## src/design/text_console_cursor_engine_top_defines.svh

```systemverilog
// ----------------------------------------------------------------------------
// Text console cursor engine: assertion macros
// Shared assertion forms, clocked on clk_i and quiet while rst_ni is low.
// ----------------------------------------------------------------------------
`ifndef TEXT_CONSOLE_CURSOR_ENGINE_TOP_DEFINES_SVH
`define TEXT_CONSOLE_CURSOR_ENGINE_TOP_DEFINES_SVH

// The consequent must hold in the same cycle as the antecedent.
`define TCCE_ASSERT_NOW(label, ante, cons, msg) \
  label: assert property (@(posedge clk_i) disable iff (!rst_ni) (ante) |-> (cons)) \
    else $error(msg);

// The consequent must hold in the cycle after the antecedent.
`define TCCE_ASSERT_NEXT(label, ante, cons, msg) \
  label: assert property (@(posedge clk_i) disable iff (!rst_ni) (ante) |=> (cons)) \
    else $error(msg);

`endif

```

## src/design/tcce_pkg.sv

```systemverilog
// ----------------------------------------------------------------------------
// Text console cursor engine package
// Field widths, codes, shared types and the ring row helper.
// ----------------------------------------------------------------------------
package tcce_pkg;

  localparam int ROW_W  = 5;
  localparam int COL_W  = 7;
  localparam int CHAR_W = 8;
  localparam int CELL_W = 16;

  localparam int COLUMNS_DEF = 80;
  localparam int ROWS_DEF    = 25;

  localparam logic [CHAR_W-1:0] NEWLINE_CODE = 8'd10;

  localparam logic [7:0] TEXT_COLOR_RST = 8'd7;
  localparam logic [7:0] BLANK_CODE_RST = 8'd0;

  typedef enum logic [0:0] {
    OP_PUT   = 1'b0,
    OP_CLEAR = 1'b1
  } op_e;

  typedef enum logic [0:0] {
    CMD_CELL = 1'b0,
    CMD_FILL = 1'b1
  } cmd_e;

  typedef enum logic [0:0] {
    REG_TEXT_COLOR = 1'b0,
    REG_BLANK_CODE = 1'b1
  } reg_idx_e;

  typedef enum logic [1:0] {
    JOB_IDLE,
    JOB_CHAR,
    JOB_CLEAR
  } job_e;

  typedef struct packed {
    logic [7:0] text_color;
    logic [7:0] blank_code;
  } cfg_t;

  typedef struct packed {
    cmd_e              command;
    logic [ROW_W-1:0]  phys_row;
    logic [COL_W-1:0]  column;
    logic [CELL_W-1:0] cell_entry;
    logic [ROW_W-1:0]  top_row;
    logic              last;
  } result_t;

  typedef struct packed {
    logic             job_idle;
    logic [ROW_W-1:0] cursor_row;
    logic [COL_W-1:0] cursor_col;
    logic [ROW_W-1:0] top_row;
  } status_t;

  // Physical row of a logical row: the sum stays below twice the row count,
  // so one compare and subtract folds it back into range.
  function automatic logic [ROW_W-1:0] ring_row(input logic [ROW_W-1:0] top,
                                                input logic [ROW_W-1:0] row,
                                                input int               rows);
    logic [ROW_W:0] sum;
    sum = {1'b0, top} + {1'b0, row};
    if (sum >= (ROW_W+1)'(rows)) begin
      sum = sum - (ROW_W+1)'(rows);
    end
    return sum[ROW_W-1:0];
  endfunction

endpackage

```

## src/design/tcce_cfg_regs.sv

```systemverilog
// ----------------------------------------------------------------------------
// Text console cursor engine configuration registers
// APB-style register file holding the attribute byte and the blank code.
// ----------------------------------------------------------------------------
module tcce_cfg_regs (
  input  logic              clk_i,
  input  logic              rst_ni,
  input  logic              psel,
  input  logic              penable,
  input  logic              pwrite,
  input  logic [2:0]        paddr,
  input  logic [31:0]       pwdata,
  output logic [31:0]       prdata,
  output logic              pready,
  output tcce_pkg::cfg_t    cfg_o
);

  logic       wr_en;
  logic [7:0] text_color_q, text_color_d;
  logic [7:0] blank_code_q, blank_code_d;
  tcce_pkg::reg_idx_e idx;

  assign pready = 1'b1;
  assign wr_en  = psel & penable & pwrite & pready;
  assign idx    = tcce_pkg::reg_idx_e'(paddr[2]);

  always_comb begin
    text_color_d = text_color_q;
    blank_code_d = blank_code_q;
    if (wr_en) begin
      unique case (idx)
        tcce_pkg::REG_TEXT_COLOR: text_color_d = pwdata[7:0];
        tcce_pkg::REG_BLANK_CODE: blank_code_d = pwdata[7:0];
        default: ;
      endcase
    end
  end

  always_comb begin
    unique case (idx)
      tcce_pkg::REG_TEXT_COLOR: prdata = {24'd0, text_color_q};
      tcce_pkg::REG_BLANK_CODE: prdata = {24'd0, blank_code_q};
      default:                  prdata = 32'd0;
    endcase
  end

  always_ff @(posedge clk_i or negedge rst_ni) begin
    if (!rst_ni) begin
      text_color_q <= tcce_pkg::TEXT_COLOR_RST;
      blank_code_q <= tcce_pkg::BLANK_CODE_RST;
    end else begin
      text_color_q <= text_color_d;
      blank_code_q <= blank_code_d;
    end
  end

  assign cfg_o.text_color = text_color_q;
  assign cfg_o.blank_code = blank_code_q;

endmodule

```

## src/design/tcce_engine.sv

```systemverilog
// ----------------------------------------------------------------------------
// Text console cursor engine core
// Cursor and ring state, follow-up job sequencer and the result register.
// ----------------------------------------------------------------------------
module tcce_engine #(
  parameter int Columns = tcce_pkg::COLUMNS_DEF,
  parameter int Rows    = tcce_pkg::ROWS_DEF
) (
  input  logic                          clk_i,
  input  logic                          rst_ni,
  input  tcce_pkg::cfg_t                cfg_i,
  input  logic                          in_valid_i,
  output logic                          in_ready_o,
  input  tcce_pkg::op_e                 in_op_i,
  input  logic [tcce_pkg::CHAR_W-1:0]   in_char_i,
  output logic                          out_valid_o,
  input  logic                          out_ready_i,
  output tcce_pkg::result_t             out_o,
  output tcce_pkg::status_t             status_o
);

  localparam int RW = tcce_pkg::ROW_W;
  localparam int CW = tcce_pkg::COL_W;
  localparam logic [RW-1:0] LastRow = RW'(Rows - 1);
  localparam logic [CW-1:0] LastCol = CW'(Columns - 1);

  logic [RW-1:0]      cursor_row_q, cursor_row_d;
  logic [CW-1:0]      cursor_col_q, cursor_col_d;
  logic               scroll_pending_q, scroll_pending_d;
  logic [RW-1:0]      top_q, top_d;
  tcce_pkg::job_e     job_q, job_d;
  logic [RW-1:0]      clr_row_q, clr_row_d;
  tcce_pkg::result_t  pend_q, pend_d;
  logic               out_valid_q, out_valid_d;
  tcce_pkg::result_t  out_q, out_d;

  logic               load_ok;
  logic               in_fire;
  logic [RW-1:0]      top_inc;
  logic [RW-1:0]      eff_top;
  logic [15:0]        blank_cell;
  tcce_pkg::result_t  char_res;
  tcce_pkg::result_t  fill_res;

  assign load_ok    = !out_valid_q || out_ready_i;
  assign in_ready_o = load_ok && (job_q == tcce_pkg::JOB_IDLE);
  assign in_fire    = in_valid_i && in_ready_o;

  assign top_inc    = (top_q == LastRow) ? '0 : top_q + RW'(1);
  assign eff_top    = scroll_pending_q ? top_inc : top_q;
  assign blank_cell = {cfg_i.text_color, cfg_i.blank_code};

  always_comb begin
    char_res.command    = tcce_pkg::CMD_CELL;
    char_res.phys_row   = tcce_pkg::ring_row(eff_top, cursor_row_q, Rows);
    char_res.column     = cursor_col_q;
    char_res.cell_entry = {cfg_i.text_color, in_char_i};
    char_res.top_row    = eff_top;
    char_res.last       = 1'b1;

    // After the pointer advances, the new bottom line is the old top row.
    fill_res.command    = tcce_pkg::CMD_FILL;
    fill_res.phys_row   = top_q;
    fill_res.column     = '0;
    fill_res.cell_entry = blank_cell;
    fill_res.top_row    = eff_top;
    fill_res.last       = 1'b0;
  end

  always_comb begin
    cursor_row_d     = cursor_row_q;
    cursor_col_d     = cursor_col_q;
    scroll_pending_d = scroll_pending_q;
    top_d            = top_q;
    job_d            = job_q;
    clr_row_d        = clr_row_q;
    pend_d           = pend_q;
    out_d            = out_q;
    out_valid_d      = out_valid_q && !out_ready_i;

    unique case (job_q)
      tcce_pkg::JOB_CHAR: begin
        if (load_ok) begin
          out_d       = pend_q;
          out_valid_d = 1'b1;
          job_d       = tcce_pkg::JOB_IDLE;
        end
      end
      tcce_pkg::JOB_CLEAR: begin
        if (load_ok) begin
          out_d.command    = tcce_pkg::CMD_FILL;
          out_d.phys_row   = clr_row_q;
          out_d.column     = '0;
          out_d.cell_entry = blank_cell;
          out_d.top_row    = '0;
          out_d.last       = (clr_row_q == LastRow);
          out_valid_d      = 1'b1;
          if (clr_row_q == LastRow) begin
            job_d = tcce_pkg::JOB_IDLE;
          end else begin
            clr_row_d = clr_row_q + RW'(1);
          end
        end
      end
      default: begin
        if (in_fire) begin
          if (in_op_i == tcce_pkg::OP_CLEAR) begin
            cursor_row_d     = '0;
            cursor_col_d     = '0;
            scroll_pending_d = 1'b0;
            top_d            = '0;
            out_d.command    = tcce_pkg::CMD_FILL;
            out_d.phys_row   = '0;
            out_d.column     = '0;
            out_d.cell_entry = blank_cell;
            out_d.top_row    = '0;
            out_d.last       = 1'b0;
            out_valid_d      = 1'b1;
            clr_row_d        = RW'(1);
            job_d            = tcce_pkg::JOB_CLEAR;
          end else if (in_char_i == tcce_pkg::NEWLINE_CODE) begin
            cursor_col_d = '0;
            if (cursor_row_q == LastRow) begin
              scroll_pending_d = 1'b1;
            end else begin
              cursor_row_d = cursor_row_q + RW'(1);
            end
          end else begin
            top_d            = eff_top;
            scroll_pending_d = 1'b0;
            out_valid_d      = 1'b1;
            if (scroll_pending_q) begin
              out_d  = fill_res;
              pend_d = char_res;
              job_d  = tcce_pkg::JOB_CHAR;
            end else begin
              out_d = char_res;
            end
            if (cursor_col_q == LastCol) begin
              cursor_col_d = '0;
              if (cursor_row_q == LastRow) begin
                scroll_pending_d = 1'b1;
              end else begin
                cursor_row_d = cursor_row_q + RW'(1);
              end
            end else begin
              cursor_col_d = cursor_col_q + CW'(1);
            end
          end
        end
      end
    endcase
  end

  always_ff @(posedge clk_i or negedge rst_ni) begin
    if (!rst_ni) begin
      cursor_row_q     <= '0;
      cursor_col_q     <= '0;
      scroll_pending_q <= 1'b0;
      top_q            <= '0;
      job_q            <= tcce_pkg::JOB_IDLE;
      clr_row_q        <= '0;
      out_valid_q      <= 1'b0;
    end else begin
      cursor_row_q     <= cursor_row_d;
      cursor_col_q     <= cursor_col_d;
      scroll_pending_q <= scroll_pending_d;
      top_q            <= top_d;
      job_q            <= job_d;
      clr_row_q        <= clr_row_d;
      out_valid_q      <= out_valid_d;
    end
  end

  always_ff @(posedge clk_i) begin
    pend_q <= pend_d;
    out_q  <= out_d;
  end

  assign out_valid_o         = out_valid_q;
  assign out_o               = out_q;
  assign status_o.job_idle   = (job_q == tcce_pkg::JOB_IDLE);
  assign status_o.cursor_row = cursor_row_q;
  assign status_o.cursor_col = cursor_col_q;
  assign status_o.top_row    = top_q;

endmodule

```

## src/design/text_console_cursor_engine_top.sv

```systemverilog
// A request's first result, if any, is registered by the edge that takes the request.
// Plain characters and newlines start no follow-up job; a character that first scrolls
// sends a fill, then its cell; a clear fills each row in turn via the row fill counter.
// Reset (rst_ni low, asynchronous) homes the cursor, zeroes the ring pointer,
// drops any output and restores the attribute to 7 and the blank code to 0.
// ----------------------------------------------------------------------------
// Text console cursor engine top level
// Streams characters and clear requests into cell write commands for a
// ring-scrolled text-cell memory.
// ----------------------------------------------------------------------------
`include "text_console_cursor_engine_top_defines.svh"

module text_console_cursor_engine_top #(
  parameter int Columns = tcce_pkg::COLUMNS_DEF,
  parameter int Rows    = tcce_pkg::ROWS_DEF
) (
  input  logic        clk_i,
  input  logic        rst_ni,
  input  logic        psel,
  input  logic        penable,
  input  logic        pwrite,
  input  logic [2:0]  paddr,
  input  logic [31:0] pwdata,
  output logic [31:0] prdata,
  output logic        pready,
  input  logic        s_axis_tvalid,
  output logic        s_axis_tready,
  input  logic [7:0]  s_axis_tdata,  // [7:0] char_code
  input  logic        s_axis_tuser,  // [0] opcode
  output logic        m_axis_tvalid,
  input  logic        m_axis_tready,
  // [4:0] phys_row, [11:5] column, [27:12] cell_entry, [32:28] top_row, [39:33] zero
  output logic [39:0] m_axis_tdata,
  output logic        m_axis_tuser,  // [0] command
  output logic        m_axis_tlast
);

  tcce_pkg::cfg_t    cfg;
  tcce_pkg::result_t res;
  tcce_pkg::status_t status;

  tcce_cfg_regs u_cfg (
    .clk_i   (clk_i),
    .rst_ni  (rst_ni),
    .psel    (psel),
    .penable (penable),
    .pwrite  (pwrite),
    .paddr   (paddr),
    .pwdata  (pwdata),
    .prdata  (prdata),
    .pready  (pready),
    .cfg_o   (cfg)
  );

  tcce_engine #(
    .Columns (Columns),
    .Rows    (Rows)
  ) u_engine (
    .clk_i       (clk_i),
    .rst_ni      (rst_ni),
    .cfg_i       (cfg),
    .in_valid_i  (s_axis_tvalid),
    .in_ready_o  (s_axis_tready),
    .in_op_i     (tcce_pkg::op_e'(s_axis_tuser)),
    .in_char_i   (s_axis_tdata),
    .out_valid_o (m_axis_tvalid),
    .out_ready_i (m_axis_tready),
    .out_o       (res),
    .status_o    (status)
  );

  assign m_axis_tdata = {7'd0, res.top_row, res.cell_entry, res.column, res.phys_row};
  assign m_axis_tuser = res.command;
  assign m_axis_tlast = res.last;

  `TCCE_ASSERT_NOW(a_row_in_range, 1'b1, int'(status.cursor_row) < Rows,
    "cursor row out of range")
  `TCCE_ASSERT_NOW(a_col_in_range, 1'b1, int'(status.cursor_col) < Columns,
    "cursor column out of range")
  `TCCE_ASSERT_NOW(a_top_in_range, 1'b1, int'(status.top_row) < Rows,
    "top row pointer out of range")
  `TCCE_ASSERT_NOW(a_ready_only_idle, s_axis_tready, status.job_idle,
    "input taken while a follow-up job is running")
  `TCCE_ASSERT_NEXT(a_clear_starts_row0,
    s_axis_tvalid && s_axis_tready && s_axis_tuser == tcce_pkg::OP_CLEAR,
    m_axis_tvalid && m_axis_tuser == tcce_pkg::CMD_FILL && m_axis_tdata[4:0] == 5'd0,
    "clear did not start with a fill of row zero")

endmodule
```

## config.mk

```make
export PLATFORM = sky130hd
export DESIGN_NAME = text_console_cursor_engine_top
export DESIGN_NICKNAME = d
export VERILOG_FILES = /design/src/design/tcce_pkg.sv /design/src/design/tcce_cfg_regs.sv /design/src/design/tcce_engine.sv /design/src/design/text_console_cursor_engine_top.sv
export VERILOG_INCLUDE_DIRS = /design/src /design/src/design
export SDC_FILE = /design/constraint.sdc
export NUM_CORES = 1
export LEC_CHECK = 0
export ABC_CLOCK_PERIOD_IN_PS = 5000
export BUFFER_PORTS_ARGS = -buffer_cell sky130_fd_sc_hd__buf_2
export CORE_ASPECT_RATIO = 0.8
export CORE_MARGIN = 2
export CORE_UTILIZATION = 30
export DETAILED_ROUTE_END_ITERATION = 6
export GPL_TIMING_DRIVEN = 0
export REMOVE_ABC_BUFFERS = 1
export SLEW_MARGIN = 10
export SYNTH_ARGS = -nofsm -noshare
export SYNTH_HDL_FRONTEND = slang
export SYNTH_SLANG_ARGS = --single-unit
```

## constraint.sdc

```tcl
create_clock -name clk_i -period 5 [get_ports clk_i]
set_input_delay 0.75 -clock clk_i [delete_from_list [all_inputs] [get_ports clk_i]]
set_output_delay 0.75 -clock clk_i [all_outputs]
set_load 0.02 [all_outputs]
```

==> flow_metrics.py, run 1 <==
metrics = {
    "sta": {
        "skew_ps": 9.41,
        "fmax_mhz": 261,
        "finalCriticalPeriod_ps": 3830,
        "timing.final.crit_share": 0.765,
        "hold_viol": 0,
        "drv_slew": 0,
        "worst_slew_pin_slew_ps": 1240,
        "maxSlewHeadroom": 0.176,
        "grt_setup_unrepaired": "no",
        "final-setup-viol-count": 0,
    },
    "route": {
        "drt-initial-drc-count": 217,
        "dr.pass1.iters": 4,
        "route.detailed.drc": 0,
        "topRoutingLayerUsed": "met4",
        "met2WireLength_um": 5680,
        "wl_um": 12300,
        "drt-met1-wl_um": 5780,
        "wl_per_cell_um": 16.3,
        "via_count": 3780,
        "ant_nets": 0,
        "detail_route.vias_per_cell": 4.99,
        "met3RoutedLength_um": 738,
    },
    "setup_path": {
        "path_cells": "inv_1 -> ha_1 -> and2_1 -> a311oi_1 -> a21oi_1 -> inv_1 -> ha_1 -> inv_1 -> fa_1 -> nand2b_1 -> a21oi_1 -> xor2_2 -> nand3_1 -> a221o_1 -> o21a_1",
        "reg2reg_slack_ps": 1170,
        "slowest_delay_ps": 440,
        "critPathArrivalTime_ps": 3930,
        "start_kind": "flip-flop",
        "required_ps": 5100,
        "path_max_fanout": 9,
        "crit_path_end_kind": "flip-flop",
        "cpMostUsedCell": "inv_1",
        "critical_path_class": "flip-flop to flip-flop",
        "cp_slowest_cell": "dfrtp_1",
    },
    "global_route": {
        "grt-ovfl-total": 0,
        "grt_pass1_wl_um": 19500,
        "grt_antenna_before_repair": 0,
        "grt_max_degree": 43,
        "grt_pass1_vias": 3672,
        "grtUsageTotal": 0.129,
    },
    "final_layout": {
        "regArea_um2": 3100,
        "stdcell_count": 757,
        "postLayoutCoreUtil": 0.349,
        "multi_input_area_um2": 2210,
        "design_area_um2": 6330,
        "drive_above_1_share": 0.243,
        "n_antenna_cell": 0,
        "area_growth_pct": 14.2,
        "fill_cells": 1796,
        "nNetsFinal": 591,
    },
    "logic_synthesis": {
        "netlist_instances": 456,
        "synth-seq-cells": 110,
        "syn_avg_cell_area_um2": 12.1,
        "syn_area_um2": 5540,
        "yosysSeqAreaShare": 0.559,
        "synth_edf_count": 68,
        "synth_area_leaders": "edfxtp_1 (37%), dfrtp_1 (18%), mux2_2 (5.3%)",
        "synthArstFlopShare": 0.382,
        "yosys_warnings": 0,
        "synth_flop_cell": "edfxtp_1",
        "synth.top_cell.area_share": 0.369,
        "yosysTopAreaCell": "edfxtp_1",
        "yosysUniqueCellTypes": 64,
    },
    "placed_design": {
        "place.gp.congestion": 0.756,
        "portBuffers": 69,
        "hpwlAfterDp_um": 8880,
        "dp_cells": 741,
        "placed_area_um2": 6060,
    },
    "power_and_ir_drop": {
        "p_per_area_nw_per_um2": 545,
        "finalPower_uw": 3450,
        "leakage_uw": 0.00265,
        "peakVddDrop_uv": 208,
    },
    "worst_hold_path": {
        "hold_path.class": "flip-flop to flip-flop",
    },
    "clocking": {
        "cts_buffer_depth": 2,
        "post_cts_buffers": 0,
        "cts_sinks": 110,
        "cts-root-buf": "clkbuf_16",
        "postCtsResizedCells": 0,
        "clk_pin_slew_ps": 70,
        "hold_buffers": 0,
        "numCtsBuffers": 9,
        "insertion_delay_ps": 350,
        "cts_tree": "yes",
        "h-tree-depth": 3,
    },
    "die": {
        "io_pins": 128,
        "die_w_um": 156,
        "die-area_um2": 19600,
        "initial_core_util": 0.306,
        "num_rows": 44,
        "die_h_um": 126,
        "coreArea_um2": 18100,
    },
    "run": {
        "maxCapViolCount": 0,
    },
    "run_status": {
        "status": "complete, no violations",
    },
}
metrics by stage:
stage	setup slack [ps]	setup TNS, ps	hold slack [ps]
after floorplan	445	0	454
after global placement	-1500	-43390	474
after detailed placement	1230	0	478
after CTS	1200	0	496
after global routing	932	0	506
final	1170	0	496
where the power goes:
group | internal (uW) | leakage (uW) | switching, uW
combinational | 478 | 0.00133 | 881
clock | 340 | 0.000130 | 321
sequential | 1310 | 0.00119 | 121
total | 2120 | 0.00265 | 1320
sequential cells by signal (all words and copies together) (netlist names):
register	cells
u_engine.out_valid_o	1
u_engine.out_o	35
u_cfg.text_color_q	8
u_engine.pend_q	33
u_engine.top_q	5
u_engine.clr_row_q	5
u_engine.job_q	2
u_cfg.blank_code_q	8
u_engine.cursor_col_q	7
u_engine.cursor_row_q	5
u_engine.scroll_pending_q	1
worst max-delay path: cells and delay by family (launching register included):
kind | cells | cell delay (ps)
AOI/OAI and AO/OA | 5 | 1180
xor gates and xnor gates | 1 | 360
adders and majority gates | 3 | 810
buffers and inverters | 3 | 290
DFF | 1 | 440
and+or+nand+nor | 3 | 500
path summary, 6_finish.rpt:
kind                                                    from                           endpoint  cells past startpoint
setup / recovery               u_engine.top_q[0]$_DFFE_PN0P_       u_engine.out_o[29]$_DFFE_PP_                     15
hold / removal             u_cfg.text_color_q[5]$_DFFE_PN0P_      u_engine.pend_q[19]$_DFFE_PP_                      0
max in group asynchronous                             rst_ni      u_engine.job_q[1]$_DFFE_PN0P_                      1
min in group asynchronous                             rst_ni  u_cfg.text_color_q[5]$_DFFE_PN0P_                      1
setup reg to reg               u_engine.top_q[0]$_DFFE_PN0P_       u_engine.out_o[29]$_DFFE_PP_                     15
hold reg to reg            u_cfg.text_color_q[5]$_DFFE_PN0P_      u_engine.pend_q[19]$_DFFE_PP_                      0
Yosys cell counts (4+ instances only):
cell type / instances
a221o_1: 9
nor3_1: 9
o21ai_0: 17
clkbuf_1: 10
o21a_1: 4
a22oi_1: 4
a21oi_1: 12
a22o_1: 24
and3_1: 12
inv_1: 16
buf_4: 32
edfxtp_1: 68
xor2_1: 6
nand2_1: 30
nand2b_1: 6
nor2_1: 26
mux2_2: 26
mux2i_1: 6
a21o_1: 4
nand4_1: 11
ha_1: 17
dfrtp_1: 39
nand3_1: 7
and2_1: 5
final cells by class:
type                            count  area share
Clock buffer                       11      0.0368
Clock inverter                      5     0.00554
Inverter                           17      0.0101
Tap cell                          230      0.0455
Multi-Input combinational cell    312       0.349
Timing Repair Buffer               72      0.0637
Sequential cell                   110       0.489
cell families (layout without fill, tap and decap cells):
logic type,Yosys count,after routing,share of synthesized area
adder cells (fa/ha/maj),18,18,0.0420
XOR/XNOR,10,10,0.0172
AO/OA/AOI/OAI,97,97,0.130
buffers and inverters,64,105,0.0668
multiplexers,33,33,0.0657
AND/OR/NAND/NOR,122,122,0.118
flip-flops,110,110,0.559
other,2,32,0.00136
layout by cell type, fill, tap and decap left out, types with 17 or more instances in the layout:
cell	instances
o21ai_0	17
dfrtp_1	39
ha_1	17
mux2_2	26
nand2_1	30
a22o_1	24
nor2_1	24
edfxtp_1	68
buf_2	69
conb_1	32
layer usage:
layer / global-route usage / up-vias
met2: 0.200 / 123
met4: 0.0432 / 0
met5: 0 / -
met3: 0.0374 / 9
met1: 0.173 / 1883
li1: - / 1765
(Power assumes the default switching activity.)
==> inputs of run 2 (changes only) <==
--- a/config.mk
+++ b/config.mk
@@ -6,7 +6,7 @@
 export SDC_FILE = /design/constraint.sdc
 export NUM_CORES = 1
 export LEC_CHECK = 0
-export ABC_CLOCK_PERIOD_IN_PS = 5000
+export ABC_CLOCK_PERIOD_IN_PS = 3350
 export BUFFER_PORTS_ARGS = -buffer_cell sky130_fd_sc_hd__buf_2
 export CORE_ASPECT_RATIO = 0.8
 export CORE_MARGIN = 2
==> constraint.sdc (replaced) <==
create_clock -name clk_i -period 3.35 [get_ports clk_i]
set_input_delay 0.5025 -clock clk_i [delete_from_list [all_inputs] [get_ports clk_i]]
set_output_delay 0.5025 -clock clk_i [all_outputs]
set_load 0.02 [all_outputs]
==> flow_metrics.py, run 2 (synthesis results as in run 1) <==
metrics = {
    "sta": {
        "worst_slew_pin_slew_ps": 1220,
        "tns_ps": 0,
        "final-setup-viol-count": 0,
        "fmax_mhz": 307,
        "finalCriticalPeriod_ps": 3260,
        "maxSlewHeadroom": 0.189,
        "skew_ps": 8.83,
        "drv_slew": 0,
        "grt_setup_unrepaired": "yes",
        "timing.final.crit_share": 0.973,
        "hold_slack_ps": 294,
        "hold_viol": 0,
    },
    "placed_design": {
        "hpwlAfterDp_um": 8880,
        "portBuffers": 69,
        "placed_area_um2": 6060,
        "place.gp.congestion": 0.756,
    },
    "route": {
        "via_count": 3884,
        "wl_um": 13000,
        "wl_per_cell_um": 16.6,
        "ant_nets": 0,
        "route.detailed.drc": 0,
        "detail_route.vias_per_cell": 4.95,
        "dr.pass1.iters": 4,
        "drt-initial-drc-count": 196,
    },
    "clocking": {
        "cts_tree": "yes",
        "numCtsBuffers": 9,
        "insertion_delay_ps": 350,
        "cts_buffer_depth": 2,
        "h-tree-depth": 3,
        "cts_sinks": 110,
        "clk_pin_slew_ps": 70,
        "cts-root-buf": "clkbuf_16",
        "hold_buffers": 0,
    },
    "global_route": {
        "grt_antenna_before_repair": 0,
        "grtUsageTotal": 0.134,
        "grt_pass1_vias": 3803,
        "grt_max_degree": 43,
        "grt-ovfl-total": 0,
        "grt_pass1_wl_um": 20300,
    },
    "final_layout": {
        "nNetsFinal": 618,
        "drive_above_1_share": 0.318,
        "area_growth_pct": 20.0,
        "final_cell_mix": "buf_2 (69), edfxtp_1 (68), dfrtp_1 (38), conb_1 (32), nand2_1 (30)",
        "multi_input_area_um2": 2320,
        "fill_cells": 1768,
        "layout_commonest_cell": "buf_2",
        "n_antenna_cell": 0,
        "design_area_um2": 6650,
        "postLayoutCoreUtil": 0.367,
        "largest_reg_flops": 35,
        "regArea_um2": 3100,
    },
    "die": {
        "die-area_um2": 19600,
        "initial_core_util": 0.306,
        "coreArea_um2": 18100,
        "io_pins": 128,
        "die_h_um": 126,
        "num_rows": 44,
        "die_w_um": 156,
    },
    "run_status": {
        "status": "complete, no violations",
    },
    "power_and_ir_drop": {
        "finalPower_uw": 5180,
        "p_per_area_nw_per_um2": 780,
        "leakage_uw": 0.00281,
        "peakVddDrop_uv": 324,
    },
    "setup_path": {
        "critical_path_class": "flip-flop to flip-flop",
        "crit_start": "u_engine.top_q[0]$_DFFE_PN0P_",
        "path_max_fanout": 8,
        "crit_path_end_kind": "flip-flop",
        "start_kind": "flip-flop",
        "r2r-start": "u_engine.top_q[0]$_DFFE_PN0P_",
        "critPathArrivalTime_ps": 3360,
        "required_ps": 3450,
    },
    "worst_hold_path": {
        "hold_path.class": "primary input to async pin",
    },
    "run": {
        "maxCapViolCount": 0,
    },
}
-- run 2: area by class of cell --
class                      count  area share
timing repair buffer          99      0.0916
tap                          230      0.0433
clock buffer                  11      0.0350
sequential                   110       0.466
inverter                      17      0.0102
multi-input combinational    312       0.349
clock inverter                 5     0.00527
-- run 2: power by group --
group / switching, uW / total [uW] / internal, uW
Clock: 478 / 985 / 507
Sequential: 184 / 2130 / 1950
Combinational: 1330 / 2070 / 736
-- run 2: what timing repair did --
action                     4_1_cts  5_1_grt
resized for setup               20        9
setup endpoints to repair       10       10
pin swaps                        7        9
setup buffers                   21        8
-- run 2: critical path: stages, from the launching register on --
cell and delay, ps:
dfrtp_1 370, inv_2 70, ha_4 150, and2_4 160, a311oi_2 310, a21oi_2 100
inv_2 100, ha_4 130, inv_2 40, fa_2 360, nand2b_4 170, a21oi_4 190
xor2_4 270, nand3_2 110, a221o_1 310, o21a_1 170
-- run 2: per-stage QoR --
stage | std cells | setup slack (ps)
finish | 784 | 91.3
global route | 784 | -40.9
CTS | 778 | 10.3
detailed placement | 741 | -416
global placement | 738 | -3090
floorplan | 439 | -1180
-- run 2: path summary, 6_finish.rpt --
kind | end | slack, ps | depth (start not counted)
setup reg to reg | u_engine.out_o[29]$_DFFE_PP_ | 90 | 15
min in group clk_i | u_engine.pend_q[8]$_DFFE_PP_ | 360 | 1
hold reg to reg | u_engine.pend_q[19]$_DFFE_PP_ | 500 | 0
setup / recovery | u_engine.out_o[29]$_DFFE_PP_ | 90 | 15
max in group asynchronous | u_engine.scroll_pending_q$_DFFE_PN0P_ | 2360 | 1
hold / removal | u_cfg.text_color_q[5]$_DFFE_PN0P_ | 290 | 1
-- run 2: per-layer routing --
| metal | share of wire | global-route usage |
|---|---|---|
| met1 | 0.45 | 0.176 |
| met2 | 0.47 | 0.213 |
| met3 | 0.067 | 0.0392 |
| met4 | 0.014 | 0.0464 |
| met5 | 0 | 0 |
